File: config.mk
export PLATFORM = sky130hd
export DESIGN_NAME = flash_page_write_combiner_flat
export DESIGN_NICKNAME = d
export VERILOG_FILES = /design/src/hdl/fpwc_pkg.sv /design/src/hdl/fpwc_in_if.sv /design/src/hdl/fpwc_out_if.sv /design/src/hdl/fpwc_ram.sv /design/src/hdl/flash_page_write_combiner.sv /design/src/flat_wrapper.sv
export SDC_FILE = /design/constraint.sdc
export NUM_CORES = 1
export LEC_CHECK = 0
export ABC_CLOCK_PERIOD_IN_PS = 10600
export CAP_MARGIN = 20
export CORE_MARGIN = 2
export CORE_UTILIZATION = 34
export DETAILED_ROUTE_END_ITERATION = 7
export DONT_BUFFER_PORTS = 1
export GPL_TIMING_DRIVEN = 1
export HOLD_SLACK_MARGIN = 0.08
export PLACE_DENSITY = 0.47
export SYNTH_ARGS = -nofsm -noshare
export SYNTH_HDL_FRONTEND = slang
export SYNTH_SLANG_ARGS = --single-unit
File: constraint.sdc
create_clock -name clk -period 10.6 [get_ports clk]
set_clock_uncertainty 0.1 [all_clocks]
set_input_delay 0.53 -clock clk [delete_from_list [all_inputs] [get_ports clk]]
set_output_delay 0.53 -clock clk [all_outputs]
set_load 0.05 [all_outputs]
File: src/hdl/fpwc_pkg.sv
// ----------------------------------------------------------------------------
// fpwc_pkg: flash page write combiner package
// Shared opcodes, default sizes and the erased byte value.
// ----------------------------------------------------------------------------
package fpwc_pkg;

  localparam int PAGE_BYTES_DEF   = 32;
  localparam int ADDRESS_BITS_DEF = 32;
  localparam int CHUNK_BYTES_DEF  = 8;

  localparam logic [7:0] ERASED_BYTE = 8'hFF;

  typedef enum logic [1:0] {
    OP_WRITE   = 2'd0,
    OP_FLUSH   = 2'd1,
    OP_DISCARD = 2'd2,
    OP_NONE    = 2'd3
  } fpwc_op_t;

endpackage

File: src/hdl/fpwc_in_if.sv
// ----------------------------------------------------------------------------
// fpwc_in_if: request channel of the page write combiner
// Valid/ready channel carrying one write, flush or discard request.
// ----------------------------------------------------------------------------
interface fpwc_in_if;
  logic        valid;
  logic        ready;
  logic [1:0]  opcode;
  logic [31:0] start_address;
  logic [3:0]  byte_count;
  logic [63:0] chunk_bytes;

  modport source (output valid, opcode, start_address, byte_count, chunk_bytes,
                  input ready);
  modport sink   (input valid, opcode, start_address, byte_count, chunk_bytes,
                  output ready);
endinterface

File: src/hdl/fpwc_out_if.sv
// ----------------------------------------------------------------------------
// fpwc_out_if: page word channel of the page write combiner
// Valid/ready channel carrying one 64-bit word of a flushed page.
// ----------------------------------------------------------------------------
interface fpwc_out_if;
  logic        valid;
  logic        ready;
  logic [31:0] page_address;
  logic [1:0]  word_index;
  logic [63:0] word_data;
  logic        last_word;

  modport source (output valid, page_address, word_index, word_data, last_word,
                  input ready);
  modport sink   (input valid, page_address, word_index, word_data, last_word,
                  output ready);
endinterface

File: src/hdl/fpwc_ram.sv
// ----------------------------------------------------------------------------
// fpwc_ram: generic simple dual-port RAM
// One write port and one read port with registered read data.
// ----------------------------------------------------------------------------
module fpwc_ram #(
  parameter int WIDTH = 8,
  parameter int DEPTH = 32
) (
  input  logic                     clk,
  input  logic                     we,
  input  logic [$clog2(DEPTH)-1:0] waddr,
  input  logic [WIDTH-1:0]         wdata,
  input  logic [$clog2(DEPTH)-1:0] raddr,
  output logic [WIDTH-1:0]         rdata
);

  logic [WIDTH-1:0] mem [DEPTH];

  always_ff @(posedge clk) begin
    if (we) begin
      mem[waddr] <= wdata;
    end
    rdata <= mem[raddr];
  end

endmodule

File: src/hdl/flash_page_write_combiner.sv
// ----------------------------------------------------------------------------
// flash_page_write_combiner: gathers write chunks into one flash page buffer
//
// in_req carries requests: write chunk, flush page or discard buffer. A chunk
// byte whose page differs from the buffered page first flushes the buffered
// page, then opens a new page; a later page change in the same request drops
// the buffer unflushed. out_res carries the flushed page as 64-bit
// little-endian words, erased bytes as 0xFF, last word marked.
// A write request stores its bytes, one byte per cycle, through the page
// RAM write port, unless a page change stops it for a flush. A flush reads
// the page RAM byte by byte (read, then capture), packs eight bytes into
// each word and holds it on out_res until taken. in_req.ready is high
// only while the sequencer is idle; one request is handled at a time.
//
// Reset (rst_n low, synchronous) empties the buffer and idles the sequencer;
// the page RAM is not cleared, the written mask guards every read.
// When the receiver stalls, the current word holds on out_res and the
// sequencer waits.
// ----------------------------------------------------------------------------
module flash_page_write_combiner
  import fpwc_pkg::*;
#(
  parameter int PAGE_BYTES   = PAGE_BYTES_DEF,
  parameter int ADDRESS_BITS = ADDRESS_BITS_DEF,
  parameter int CHUNK_BYTES  = CHUNK_BYTES_DEF
) (
  input logic      clk,
  input logic      rst_n,
  fpwc_in_if.sink  in_req,
  fpwc_out_if.source out_res
);

  localparam int OFF_W  = $clog2(PAGE_BYTES);
  localparam int BASE_W = ADDRESS_BITS - OFF_W;
  localparam int CNT_W  = $clog2(CHUNK_BYTES + 1);

  typedef enum logic [4:0] {
    S_IDLE   = 5'b00001,
    S_WRITE  = 5'b00010,
    S_FL_RD  = 5'b00100,
    S_FL_CAP = 5'b01000,
    S_EMIT   = 5'b10000
  } state_t;

  state_t                  state_r, state_nxt;
  logic [ADDRESS_BITS-1:0] addr_r, addr_nxt;
  logic [63:0]             data_r, data_nxt;
  logic [CNT_W-1:0]        rem_r, rem_nxt;
  logic                    flushed_r, flushed_nxt;
  logic                    resume_wr_r, resume_wr_nxt;
  logic [PAGE_BYTES-1:0]   mask_r, mask_nxt;
  logic [BASE_W-1:0]       base_r, base_nxt;
  logic                    open_r, open_nxt;
  logic [OFF_W-1:0]        off_r, off_nxt;
  logic [63:0]             word_r, word_nxt;

  logic [BASE_W-1:0] cur_page;
  logic [OFF_W-1:0]  cur_off;
  logic              need_new;
  logic              ram_we;
  logic [7:0]        ram_rdata;
  logic [7:0]        cap_byte;
  logic              last_w;
  logic              in_acc;

  assign cur_page = addr_r[ADDRESS_BITS-1:OFF_W];
  assign cur_off  = addr_r[OFF_W-1:0];
  assign need_new = !open_r || (cur_page != base_r);
  assign cap_byte = mask_r[off_r] ? ram_rdata : ERASED_BYTE;
  assign last_w   = (off_r == OFF_W'(PAGE_BYTES - 1));
  assign in_acc   = in_req.valid && in_req.ready;

  assign in_req.ready         = (state_r == S_IDLE);
  assign out_res.valid        = (state_r == S_EMIT);
  assign out_res.page_address = 32'({base_r, {OFF_W{1'b0}}});
  assign out_res.word_index   = 2'(off_r >> 3);
  assign out_res.word_data    = word_r;
  assign out_res.last_word    = last_w;

  fpwc_ram #(
    .WIDTH (8),
    .DEPTH (PAGE_BYTES)
  ) u_page_ram (
    .clk   (clk),
    .we    (ram_we),
    .waddr (cur_off),
    .wdata (data_r[7:0]),
    .raddr (off_r),
    .rdata (ram_rdata)
  );

  always_comb begin
    state_nxt     = state_r;
    addr_nxt      = addr_r;
    data_nxt      = data_r;
    rem_nxt       = rem_r;
    flushed_nxt   = flushed_r;
    resume_wr_nxt = resume_wr_r;
    mask_nxt      = mask_r;
    base_nxt      = base_r;
    open_nxt      = open_r;
    off_nxt       = off_r;
    word_nxt      = word_r;
    ram_we        = 1'b0;
    case (state_r)
      S_IDLE: begin
        if (in_acc) begin
          case (fpwc_op_t'(in_req.opcode))
            OP_WRITE: begin
              addr_nxt    = in_req.start_address[ADDRESS_BITS-1:0];
              data_nxt    = in_req.chunk_bytes;
              rem_nxt     = (in_req.byte_count > 4'(CHUNK_BYTES)) ?
                            CNT_W'(CHUNK_BYTES) : CNT_W'(in_req.byte_count);
              flushed_nxt = 1'b0;
              state_nxt   = S_WRITE;
            end
            OP_FLUSH: begin
              if (open_r) begin
                resume_wr_nxt = 1'b0;
                off_nxt       = '0;
                state_nxt     = S_FL_RD;
              end
            end
            OP_DISCARD: begin
              mask_nxt = '0;
              open_nxt = 1'b0;
            end
            default: ;
          endcase
        end
      end
      S_WRITE: begin
        if (rem_r == '0) begin
          state_nxt = S_IDLE;
        end else if (need_new && open_r && !flushed_r) begin
          // flush the old page, then revisit this byte
          flushed_nxt   = 1'b1;
          resume_wr_nxt = 1'b1;
          off_nxt       = '0;
          state_nxt     = S_FL_RD;
        end else begin
          ram_we = 1'b1;
          if (need_new) begin
            // a page change after this request already flushed drops the buffer unwritten
            mask_nxt = '0;
            base_nxt = cur_page;
            open_nxt = 1'b1;
          end
          mask_nxt[cur_off] = 1'b1;
          addr_nxt = addr_r + ADDRESS_BITS'(1);
          data_nxt = {8'h00, data_r[63:8]};
          rem_nxt  = rem_r - CNT_W'(1);
        end
      end
      S_FL_RD: begin
        state_nxt = S_FL_CAP;
      end
      S_FL_CAP: begin
        word_nxt = {cap_byte, word_r[63:8]};
        if (off_r[2:0] == 3'd7) begin
          state_nxt = S_EMIT;
        end else begin
          off_nxt   = off_r + OFF_W'(1);
          state_nxt = S_FL_RD;
        end
      end
      S_EMIT: begin
        if (out_res.ready) begin
          if (last_w) begin
            mask_nxt  = '0;
            open_nxt  = 1'b0;
            state_nxt = resume_wr_r ? S_WRITE : S_IDLE;
          end else begin
            off_nxt   = off_r + OFF_W'(1);
            state_nxt = S_FL_RD;
          end
        end
      end
      default: begin
        state_nxt = S_IDLE;
      end
    endcase
  end

  always_ff @(posedge clk) begin
    if (!rst_n) begin
      state_r     <= S_IDLE;
      mask_r      <= '0;
      base_r      <= '0;
      open_r      <= 1'b0;
      flushed_r   <= 1'b0;
      resume_wr_r <= 1'b0;
      rem_r       <= '0;
      off_r       <= '0;
    end else begin
      state_r     <= state_nxt;
      mask_r      <= mask_nxt;
      base_r      <= base_nxt;
      open_r      <= open_nxt;
      flushed_r   <= flushed_nxt;
      resume_wr_r <= resume_wr_nxt;
      rem_r       <= rem_nxt;
      off_r       <= off_nxt;
    end
  end

  always_ff @(posedge clk) begin
    addr_r <= addr_nxt;
    data_r <= data_nxt;
    word_r <= word_nxt;
  end

endmodule

File: src/flat_wrapper.sv
// flat-port wrapper written by rule: the top's interface ports become plain ports
module flash_page_write_combiner_flat import fpwc_pkg::*;
#(
  parameter int PAGE_BYTES   = PAGE_BYTES_DEF,
  parameter int ADDRESS_BITS = ADDRESS_BITS_DEF,
  parameter int CHUNK_BYTES  = CHUNK_BYTES_DEF
)
  (clk, rst_n, in_req_valid, in_req_opcode, in_req_start_address, in_req_byte_count, in_req_chunk_bytes, in_req_ready, out_res_valid, out_res_page_address, out_res_word_index, out_res_word_data, out_res_last_word, out_res_ready);
  fpwc_in_if in_req_i ();
  fpwc_out_if out_res_i ();
  input logic clk;
  input logic rst_n;
  input wire logic [$bits(in_req_i.valid)-1:0] in_req_valid;
  input wire logic [$bits(in_req_i.opcode)-1:0] in_req_opcode;
  input wire logic [$bits(in_req_i.start_address)-1:0] in_req_start_address;
  input wire logic [$bits(in_req_i.byte_count)-1:0] in_req_byte_count;
  input wire logic [$bits(in_req_i.chunk_bytes)-1:0] in_req_chunk_bytes;
  output wire logic [$bits(in_req_i.ready)-1:0] in_req_ready;
  output wire logic [$bits(out_res_i.valid)-1:0] out_res_valid;
  output wire logic [$bits(out_res_i.page_address)-1:0] out_res_page_address;
  output wire logic [$bits(out_res_i.word_index)-1:0] out_res_word_index;
  output wire logic [$bits(out_res_i.word_data)-1:0] out_res_word_data;
  output wire logic [$bits(out_res_i.last_word)-1:0] out_res_last_word;
  input wire logic [$bits(out_res_i.ready)-1:0] out_res_ready;
  assign in_req_i.valid = in_req_valid;
  assign in_req_i.opcode = in_req_opcode;
  assign in_req_i.start_address = in_req_start_address;
  assign in_req_i.byte_count = in_req_byte_count;
  assign in_req_i.chunk_bytes = in_req_chunk_bytes;
  assign in_req_ready = in_req_i.ready;
  assign out_res_valid = out_res_i.valid;
  assign out_res_page_address = out_res_i.page_address;
  assign out_res_word_index = out_res_i.word_index;
  assign out_res_word_data = out_res_i.word_data;
  assign out_res_last_word = out_res_i.last_word;
  assign out_res_i.ready = out_res_ready;
  flash_page_write_combiner #(.PAGE_BYTES(PAGE_BYTES), .ADDRESS_BITS(ADDRESS_BITS), .CHUNK_BYTES(CHUNK_BYTES)) u_core (.clk(clk), .rst_n(rst_n), .in_req(in_req_i), .out_res(out_res_i));
endmodule
==> flow_results.xml, run 1 <==
<?xml version="1.0" encoding="UTF-8"?>
<metrics>
  <group name="clock_tree">
    <metric name="tritoncts_buffers" unit="">55</metric>
    <metric name="maximum_root_to_sink_buffer_count" unit="">3</metric>
    <metric name="clk_latency" unit="ns">0.61</metric>
    <metric name="cts_setup_buffers" unit="">0</metric>
    <metric name="cts_root_buffer" unit="">sky130_fd_sc_hd__clkbuf_16</metric>
    <metric name="cts.hold.buffers_added" unit="">100</metric>
    <metric name="cts_tree" unit="">built</metric>
    <metric name="clock_sink_count" unit="">500</metric>
    <metric name="post_cts_resize_count" unit="">0</metric>
    <metric name="clk_transition_reported_paths" unit="ns">0.06</metric>
    <metric name="htree_num_levels" unit="">2</metric>
  </group>
  <group name="critical_path">
    <metric name="path_class" unit="">reg2reg</metric>
    <metric name="timing.reg2reg.setup_slack" unit="ns">6.70</metric>
    <metric name="path_delay_family" unit="">simple AND/OR/NAND/NOR gates</metric>
    <metric name="critPathArrivalTime" unit="ns">4.01</metric>
    <metric name="critPathBufInv" unit="">0</metric>
    <metric name="crit_path_end_kind" unit="">flip-flop</metric>
    <metric name="worst_path_max_delay_cell" unit="">sky130_fd_sc_hd__nor2_1</metric>
    <metric name="r2r-start" unit="">u_core.base_r[25]$_SDFFE_PN0P_</metric>
    <metric name="critical_path.reg2reg.endpoint" unit="">u_core.u_page_ram.mem[5][6]$_DFFE_PP_</metric>
    <metric name="required" unit="ns">10.71</metric>
    <metric name="cp_cell_sequence" unit="">xnor2_1, nand4_1, nor4_4, a31o_2, nand3_1, nor2_1</metric>
    <metric name="critical_path.max_fanout" unit="">9</metric>
    <metric name="cp_slowest_stage_delay" unit="ns">0.95</metric>
    <metric name="critPathLaunchType" unit="">flip-flop</metric>
    <metric name="rr_worst_depth" unit="">6</metric>
    <metric name="number_of_stages_on_the_worst_setup_path" unit="">6</metric>
  </group>
  <group name="power">
    <metric name="power.density" unit="nW/um^2">178</metric>
    <metric name="power_frac_seq" unit="">0.519</metric>
    <metric name="power_switching_share" unit="">0.231</metric>
    <metric name="max-vdd-ir-drop" unit="V">0.000121</metric>
    <metric name="clkPwrFrac" unit="">0.419</metric>
    <metric name="comb_power_share" unit="">0.062</metric>
    <metric name="p_int" unit="W">0.00330</metric>
    <metric name="design_power_total" unit="W">0.00428</metric>
    <metric name="cellLeakagePower" unit="nW">7.82</metric>
    <metric name="total_switching_power" unit="W">0.000988</metric>
  </group>
  <group name="yosys">
    <metric name="synth_commonest_cells" unit="">416 x sky130_fd_sc_hd__edfxtp_1, 236 x sky130_fd_sc_hd__nand2_1, 90 x sky130_fd_sc_hd__mux4_2, 84 x sky130_fd_sc_hd__dfxtp_1, 76 x sky130_fd_sc_hd__nor2_1</metric>
    <metric name="ys_warns" unit="">0</metric>
    <metric name="post_synth_fa_ha_maj_area_fraction" unit="">0.00552</metric>
    <metric name="netlist_top_cells_area" unit="">sky130_fd_sc_hd__edfxtp_1 61%, sky130_fd_sc_hd__mux4_2 9.9%, sky130_fd_sc_hd__dfxtp_1 8.2%</metric>
    <metric name="synth_top_area_share" unit="">0.612</metric>
    <metric name="netlist_instances" unit="">1332</metric>
    <metric name="netlist-cell-type-count" unit="">63</metric>
    <metric name="synthDominantAreaCellType" unit="">sky130_fd_sc_hd__edfxtp_1</metric>
    <metric name="ys_seq_area_frac" unit="">0.694</metric>
    <metric name="postSynthAreaPerCell" unit="um^2">15.3</metric>
    <metric name="synth_simple_gate_area_share" unit="">0.0983</metric>
    <metric name="muxShareOfSynthArea" unit="">0.120</metric>
    <metric name="postSynth.topFlopCell" unit="">sky130_fd_sc_hd__edfxtp_1</metric>
    <metric name="synth_top_family_by_area" unit="">multiplexers</metric>
    <metric name="synth_compound_area_frac" unit="">0.0358</metric>
    <metric name="yosysMostFrequentCell" unit="">sky130_fd_sc_hd__edfxtp_1</metric>
    <metric name="synth_xor_area_frac" unit="">0.0245</metric>
    <metric name="synth_enable_flop_cells" unit="">416</metric>
    <metric name="synth.cell_area" unit="um^2">20400</metric>
    <metric name="postSynthRegisterBits" unit="">500</metric>
    <metric name="asyncSetResetFlopFracSynth" unit="">0</metric>
  </group>
  <group name="placed_design">
    <metric name="port-buffer-count" unit="">0</metric>
    <metric name="dp_worst_setup_slack" unit="ns">6.51</metric>
    <metric name="place_inst" unit="">2050</metric>
    <metric name="place_congestion" unit="">0.760</metric>
    <metric name="place_hpwl" unit="um">30200</metric>
  </group>
  <group name="grt">
    <metric name="grt_max_degree" unit="">104</metric>
    <metric name="globalRoute.totalOverflow" unit="">0</metric>
    <metric name="grt_first_pass_wirelength" unit="um">73100</metric>
    <metric name="first_global_vias" unit="">11704</metric>
    <metric name="groute.usage.overall" unit="">0.154</metric>
    <metric name="antenna_found_initial" unit="">3</metric>
  </group>
  <group name="detailed_routing">
    <metric name="route.detailed.wl_per_inst" unit="um">21.2</metric>
    <metric name="drt_iter0_markers" unit="">717</metric>
    <metric name="dr_vias_cell" unit="">4.95</metric>
    <metric name="route.detailed.drc" unit="">0</metric>
    <metric name="drt-pass1-iter-count" unit="">5</metric>
    <metric name="routed_wl" unit="um">48000</metric>
    <metric name="drt.antenna.violating_nets" unit="">0</metric>
    <metric name="number_of_vias_in_the_routed_layout" unit="">11213</metric>
  </group>
  <group name="die">
    <metric name="floorplan.die.height" unit="um">249</metric>
    <metric name="initial_core_util" unit="">0.345</metric>
    <metric name="num_io_pins" unit="">207</metric>
    <metric name="std_cell_rows" unit="">89</metric>
    <metric name="fp.dieArea" unit="um^2">62000</metric>
    <metric name="placeableCoreArea" unit="um^2">59200</metric>
    <metric name="fp.dieW" unit="um">249</metric>
  </group>
  <group name="run">
    <metric name="max_cap_violations" unit="">0</metric>
  </group>
  <group name="timing">
    <metric name="worst_slew_pin_slew" unit="ns">1.02</metric>
    <metric name="finalHoldViolCount" unit="">0</metric>
    <metric name="timing.setup.tns" unit="ns">0</metric>
    <metric name="grt_setup_unrepaired" unit="">no</metric>
    <metric name="final_min_period_over_clock_period" unit="">0.368</metric>
    <metric name="final.setup.worst_slack" unit="ns">6.70</metric>
    <metric name="slew_viol_final" unit="">0</metric>
    <metric name="final-setup-viol-count" unit="">0</metric>
    <metric name="worst_slew_margin_rel" unit="">0.317</metric>
    <metric name="finalWorstPathRequiredPeriod" unit="ns">3.90</metric>
    <metric name="maxClockFrequency" unit="MHz">256</metric>
  </group>
  <group name="cells_and_area">
    <metric name="drive_gt1_frac" unit="">0.154</metric>
    <metric name="finish.cell_count_without_fillers" unit="">2264</metric>
    <metric name="nets" unit="">1558</metric>
    <metric name="flow.area_growth_from_synthesis" unit="%">17.8</metric>
    <metric name="nFillCells" unit="">5473</metric>
  </group>
  <group name="worst_hold_path">
    <metric name="worstHoldEndpoint" unit="">u_core.open_r$_SDFFE_PN0P_</metric>
    <metric name="holdCritPathClass" unit="">in2reg</metric>
    <metric name="holdPathStages" unit="">2</metric>
    <metric name="min_from" unit="">rst_n</metric>
  </group>
  <group name="outcome">
    <metric name="outcome" unit="">finished clean</metric>
  </group>
</metrics>
-- sequential cells by signal, summed over array words and instances, names as in the netlist, 4 cells and up --
name,count
u_core.rem_r,4
u_core.state_r,5
u_core.mask_r,32
u_core.addr_r,32
u_core.base_r,27
u_core.u_page_ram.mem,256
u_core.u_page_ram.rdata,8
u_core.out_res.word_data,64
u_core.off_r,5
u_core.data_r,64
-- worst max-delay path by stage --
stage / from / end / slack [ns]
2_1_floorplan: u_core.state_r[0]$_SDFFE_PN1P_ / u_core.off_r[0]$_SDFFE_PN0P_ / 3.72
3_3_place_gp: u_core.off_r[0]$_SDFFE_PN0P_ / u_core.out_res.word_data[58]$_SDFFCE_PN1N_ / 6.53
3_5_place_dp: u_core.off_r[0]$_SDFFE_PN0P_ / u_core.out_res.word_data[59]$_SDFFCE_PN1N_ / 6.51
4_1_cts: u_core.base_r[25]$_SDFFE_PN0P_ / u_core.u_page_ram.mem[12][4]$_DFFE_PP_ / 6.49
5_1_grt: u_core.base_r[25]$_SDFFE_PN0P_ / u_core.u_page_ram.mem[5][4]$_DFFE_PP_ / 6.50
6_report: u_core.base_r[25]$_SDFFE_PN0P_ / u_core.u_page_ram.mem[5][6]$_DFFE_PP_ / 6.70
-- power groups by stage --
stage,combinational (W),sequential [W],clock [W]
5_1_grt,0.000297,0.00223,0.00193
2_1_floorplan,0.000168,0.00226,0
4_1_cts,0.000250,0.00223,0.00185
3_5_place_dp,0.000218,0.00228,0
6_report,0.000265,0.00222,0.00180
3_3_place_gp,0.000213,0.00228,0
-- per-layer routing --
metal	wire length, um	track usage	share of wire	vias up
met5	27	0	0.00056	-
met4	1220	0.0503	0.025	4
met3	2820	0.0369	0.059	79
met2	23500	0.259	0.49	279
met1	20400	0.195	0.43	5588
li1	-	-	-	5263
-- cells by family (layout without fill, tap and decap cells) --
kind of cell	count (synthesis)	after routing
other cells	1	6
xor+xnor	57	57
mux	132	132
compound gates	106	106
fa+ha+maj	9	9
buf+inv	89	243
simple gates	438	438
flops	500	500
-- layout make-up --
| type | count | area (um^2) | area share |
|---|---|---|---|
| tap | 773 | 967 | 0.0402 |
| clock inverter | 31 | 225 | 0.00936 |
| clock buffer | 73 | 1450 | 0.0604 |
| antenna | 1 | 2.50 | 0.000104 |
| sequential | 500 | 14200 | 0.589 |
| inverter | 14 | 67.6 | 0.00281 |
| timing repair buffer | 125 | 1300 | 0.0542 |
| multi-input combinational | 747 | 5860 | 0.244 |
-- cell usage in the layout, fill, tap and decap left out, types with 13 or more instances in the layout --
master                          Yosys  final
sky130_fd_sc_hd__dlygate4sd3_1      0    100
sky130_fd_sc_hd__nor2_1            76     76
sky130_fd_sc_hd__buf_4              8     16
sky130_fd_sc_hd__xnor2_1           37     37
sky130_fd_sc_hd__edfxtp_1         416    416
sky130_fd_sc_hd__clkinv_1           1     14
sky130_fd_sc_hd__dfxtp_1           84     82
sky130_fd_sc_hd__nand2_1          236    235
sky130_fd_sc_hd__nand3_1           23     23
sky130_fd_sc_hd__clkbuf_16          0     55
sky130_fd_sc_hd__o21ai_0           38     38
sky130_fd_sc_hd__clkbuf_1          45     17
sky130_fd_sc_hd__mux2i_1           33     33
sky130_fd_sc_hd__a22o_1            32     32
sky130_fd_sc_hd__xor2_1            20     20
sky130_fd_sc_hd__nor3_1            13     13
sky130_fd_sc_hd__mux4_2            90     90
-- worst reg2reg max path, stage by stage, from the launching register on --
cell	delay, ns
sky130_fd_sc_hd__dfxtp_1	0.68
sky130_fd_sc_hd__xnor2_1	0.23
sky130_fd_sc_hd__nand4_1	0.23
sky130_fd_sc_hd__nor4_4	0.52
sky130_fd_sc_hd__a31o_2	0.37
sky130_fd_sc_hd__nand3_1	0.43
sky130_fd_sc_hd__nor2_1	0.95
-- metrics by stage --
stage                     hold slack [ns]  utilization  instance area (um^2)
after global placement              0.362        0.358                 21200
after detailed placement            0.360        0.358                 21200
after CTS                          0.0811        0.403                 23900
after floorplan                     0.338            -                 20400
after global routing                0.106        0.406                 24100
final                               0.102        0.406                 24100
No activity file was read; power rests on OpenSTA's default activity.
==> run 2, diff against run 1 <==
--- a/config.mk
+++ b/config.mk
@@ -5,7 +5,7 @@
 export SDC_FILE = /design/constraint.sdc
 export NUM_CORES = 1
 export LEC_CHECK = 0
-export ABC_CLOCK_PERIOD_IN_PS = 10600
+export ABC_CLOCK_PERIOD_IN_PS = 3100
 export CAP_MARGIN = 20
 export CORE_MARGIN = 2
 export CORE_UTILIZATION = 34
@@ -13,7 +13,7 @@
 export DONT_BUFFER_PORTS = 1
 export GPL_TIMING_DRIVEN = 1
 export HOLD_SLACK_MARGIN = 0.08
-export PLACE_DENSITY = 0.47
+export PLACE_DENSITY = 0.49
 export SYNTH_ARGS = -nofsm -noshare
 export SYNTH_HDL_FRONTEND = slang
 export SYNTH_SLANG_ARGS = --single-unit
==> constraint.sdc (replaced) <==
create_clock -name clk -period 3.1 [get_ports clk]
set_clock_uncertainty 0.1 [all_clocks]
set_input_delay 0.155 -clock clk [delete_from_list [all_inputs] [get_ports clk]]
set_output_delay 0.155 -clock clk [all_outputs]
set_load 0.05 [all_outputs]
==> flow_results.xml, run 2 (same netlist as run 1, synthesis figures left out) <==
<?xml version="1.0" encoding="UTF-8"?>
<metrics>
  <group name="outcome">
    <metric name="outcome" unit="">finished clean</metric>
  </group>
  <group name="placed_design">
    <metric name="place_congestion" unit="">0.759</metric>
    <metric name="place_hpwl" unit="um">31500</metric>
    <metric name="dp_worst_setup_slack" unit="ns">0.220</metric>
    <metric name="cell_area_placed" unit="um^2">22000</metric>
    <metric name="place_inst" unit="">2140</metric>
    <metric name="port-buffer-count" unit="">0</metric>
  </group>
  <group name="power">
    <metric name="total_switching_power" unit="W">0.00328</metric>
    <metric name="max-vdd-ir-drop" unit="V">0.000395</metric>
    <metric name="clkPwrFrac" unit="">0.417</metric>
    <metric name="cellLeakagePower" unit="nW">8.28</metric>
    <metric name="power.density" unit="nW/um^2">593</metric>
    <metric name="comb_power_share" unit="">0.071</metric>
    <metric name="design_power_total" unit="W">0.0147</metric>
    <metric name="p_int" unit="W">0.0115</metric>
    <metric name="power_frac_seq" unit="">0.513</metric>
    <metric name="power_switching_share" unit="">0.223</metric>
  </group>
  <group name="critical_path">
    <metric name="critical_path.max_fanout" unit="">7</metric>
    <metric name="critPathBufInv" unit="">5</metric>
    <metric name="crit_path_end_kind" unit="">flip-flop</metric>
    <metric name="required" unit="ns">3.48</metric>
    <metric name="critPathArrivalTime" unit="ns">3.29</metric>
    <metric name="r2r-start" unit="">u_core.state_r[3]$_SDFFE_PN0P_</metric>
    <metric name="path_class" unit="">reg2reg</metric>
    <metric name="path_delay_family" unit="">buffers and inverters</metric>
    <metric name="cp_cell_sequence" unit="">nor3_1, buf_4, nand3b_1, inv_1, buf_4, o21ai_0, nand2_1, dlygate4sd3_1, nor2_1, dlygate4sd3_1</metric>
    <metric name="critPathLaunchType" unit="">flip-flop</metric>
    <metric name="worst_path_max_delay_cell" unit="">sky130_fd_sc_hd__dlygate4sd3_1</metric>
    <metric name="cp_slowest_stage_delay" unit="ns">0.56</metric>
    <metric name="crit_start" unit="">u_core.state_r[3]$_SDFFE_PN0P_</metric>
  </group>
  <group name="grt">
    <metric name="groute.usage.overall" unit="">0.157</metric>
    <metric name="first_global_vias" unit="">12307</metric>
    <metric name="globalRoute.totalOverflow" unit="">0</metric>
    <metric name="grt_max_degree" unit="">76</metric>
    <metric name="antenna_found_initial" unit="">1</metric>
    <metric name="globalRoute.busiestLayer" unit="">met2</metric>
    <metric name="met3_usage" unit="">0.0329</metric>
    <metric name="grt_first_pass_wirelength" unit="um">75000</metric>
    <metric name="global_route.usage.met1" unit="">0.204</metric>
    <metric name="globalRouteMet2Util" unit="">0.264</metric>
  </group>
  <group name="cells_and_area">
    <metric name="mostFrequentLayoutCells" unit="">416 x sky130_fd_sc_hd__edfxtp_1, 234 x sky130_fd_sc_hd__nand2_1, 110 x sky130_fd_sc_hd__dlygate4sd3_1</metric>
    <metric name="fin_util" unit="">0.419</metric>
    <metric name="largest_register_ff_count" unit="">256</metric>
    <metric name="final_design_area_no_fill" unit="um^2">24800</metric>
    <metric name="antenna_cells" unit="">0</metric>
    <metric name="flow.area_growth_from_synthesis" unit="%">21.7</metric>
    <metric name="finish.cell_count_without_fillers" unit="">2350</metric>
    <metric name="nets" unit="">1649</metric>
    <metric name="drive_gt1_frac" unit="">0.219</metric>
    <metric name="layout_commonest_cell" unit="">sky130_fd_sc_hd__edfxtp_1</metric>
    <metric name="regMostFlops" unit="">u_core.u_page_ram.mem</metric>
  </group>
  <group name="timing">
    <metric name="worst_slew_margin_rel" unit="">0.467</metric>
    <metric name="finalWorstPathRequiredPeriod" unit="ns">2.91</metric>
    <metric name="maxClockFrequency" unit="MHz">343</metric>
    <metric name="final.setup.worst_slack" unit="ns">0.187</metric>
    <metric name="worst_slew_pin_slew" unit="ns">0.797</metric>
    <metric name="slew_viol_final" unit="">0</metric>
    <metric name="final-setup-viol-count" unit="">0</metric>
    <metric name="finalHoldViolCount" unit="">0</metric>
    <metric name="final_min_period_over_clock_period" unit="">0.940</metric>
  </group>
  <group name="die">
    <metric name="floorplan.die.height" unit="um">249</metric>
    <metric name="num_io_pins" unit="">207</metric>
    <metric name="fp.dieW" unit="um">249</metric>
    <metric name="initial_core_util" unit="">0.345</metric>
    <metric name="fp.dieArea" unit="um^2">62000</metric>
    <metric name="placeableCoreArea" unit="um^2">59200</metric>
    <metric name="std_cell_rows" unit="">89</metric>
  </group>
  <group name="worst_hold_path">
    <metric name="holdCritPathClass" unit="">in2reg</metric>
    <metric name="min_from" unit="">in_req_start_address[20]</metric>
  </group>
  <group name="detailed_routing">
    <metric name="dr_vias_cell" unit="">4.96</metric>
    <metric name="drt.antenna.violating_nets" unit="">0</metric>
    <metric name="route.detailed.drc" unit="">0</metric>
    <metric name="number_of_vias_in_the_routed_layout" unit="">11659</metric>
    <metric name="drt_iter0_markers" unit="">722</metric>
    <metric name="drt-pass1-iter-count" unit="">5</metric>
    <metric name="route.detailed.wl_per_inst" unit="um">20.7</metric>
    <metric name="routed_wl" unit="um">48700</metric>
  </group>
  <group name="clock_tree">
    <metric name="clk_transition_reported_paths" unit="ns">0.06</metric>
    <metric name="clk_latency" unit="ns">0.59</metric>
    <metric name="tritoncts_buffers" unit="">53</metric>
    <metric name="htree_num_levels" unit="">2</metric>
    <metric name="cts_tree" unit="">built</metric>
    <metric name="clock_sink_count" unit="">500</metric>
    <metric name="maximum_root_to_sink_buffer_count" unit="">3</metric>
    <metric name="cts_root_buffer" unit="">sky130_fd_sc_hd__clkbuf_16</metric>
  </group>
  <group name="run">
    <metric name="max_cap_violations" unit="">0</metric>
  </group>
</metrics>
## run 2: changes by cell type in the layout (fill, tap and decap cells not counted), moves of 3 or more
cell,delta
sky130_fd_sc_hd__dlygate4sd3_1,+10
sky130_fd_sc_hd__buf_16,-6
sky130_fd_sc_hd__dfxtp_2,+29
sky130_fd_sc_hd__clkinv_1,-3
sky130_fd_sc_hd__clkinv_2,-5
sky130_fd_sc_hd__dfxtp_1,-29
sky130_fd_sc_hd__clkbuf_8,+5
sky130_fd_sc_hd__buf_4,+84
sky130_fd_sc_hd__buf_12,+7
## run 2: metal layers
| layer | routed length (um) | up-vias |
|---|---|---|
| met3 | 2770 | 75 |
| met4 | 1120 | 2 |
| met2 | 24000 | 328 |
| met1 | 20900 | 5840 |
| li1 | - | 5414 |
| met5 | 13 | - |
## run 2: area by class of cell
cell class	instances	area, um^2
Clock buffer	76	1490
Clock inverter	22	199
Fill cell	5400	34400
Inverter	14	68.8
Multi-Input combinational cell	747	5900
Sequential cell	500	14200
Tap cell	773	967
Timing Repair Buffer	218	2000
## run 2: repair_timing
action / 4_1_cts / 5_1_grt
resized for setup: 0 / 2
hold buffers: 111 / 0
setup endpoints to repair: 0 / 6
hold endpoints to repair: 172 / 0
buffers inserted: 0 / 1
## run 2: through the flow
step                      hold slack [ns]  setup TNS, ns
final                               0.197              0
after global routing                0.186       -0.00403
after CTS                           0.155              0
after detailed placement            0.197              0
after global placement              0.193              0
after floorplan                     0.236          -1.52
## run 2: power groups by stage
stage | logic [W] | clock network [W] | registers, W
floorplan | 0.000586 | 0 | 0.00772
global placement | 0.000905 | 0 | 0.00769
detailed placement | 0.000907 | 0 | 0.00769
CTS | 0.00104 | 0.00633 | 0.00755
global route | 0.00116 | 0.00659 | 0.00756
finish | 0.00104 | 0.00614 | 0.00755
## run 2: worst paths after layout
path	to	slack (ns)	depth (start not counted)
max reg2reg	u_core.state_r[4]$_SDFFE_PN0P_	0.19	10
min	u_core.addr_r[20]$_DFFE_PP_	0.20	3
max	u_core.state_r[4]$_SDFFE_PN0P_	0.19	10
min reg2reg	u_core.mask_r[13]$_SDFFE_PN0P_	0.37	1
## run 2: worst min-delay path, cell delays in order
cell and delay (ns):
sky130_fd_sc_hd__dlygate4sd3_1 0.52, sky130_fd_sc_hd__nand2_1 0.04, sky130_fd_sc_hd__o21ai_0 0.06
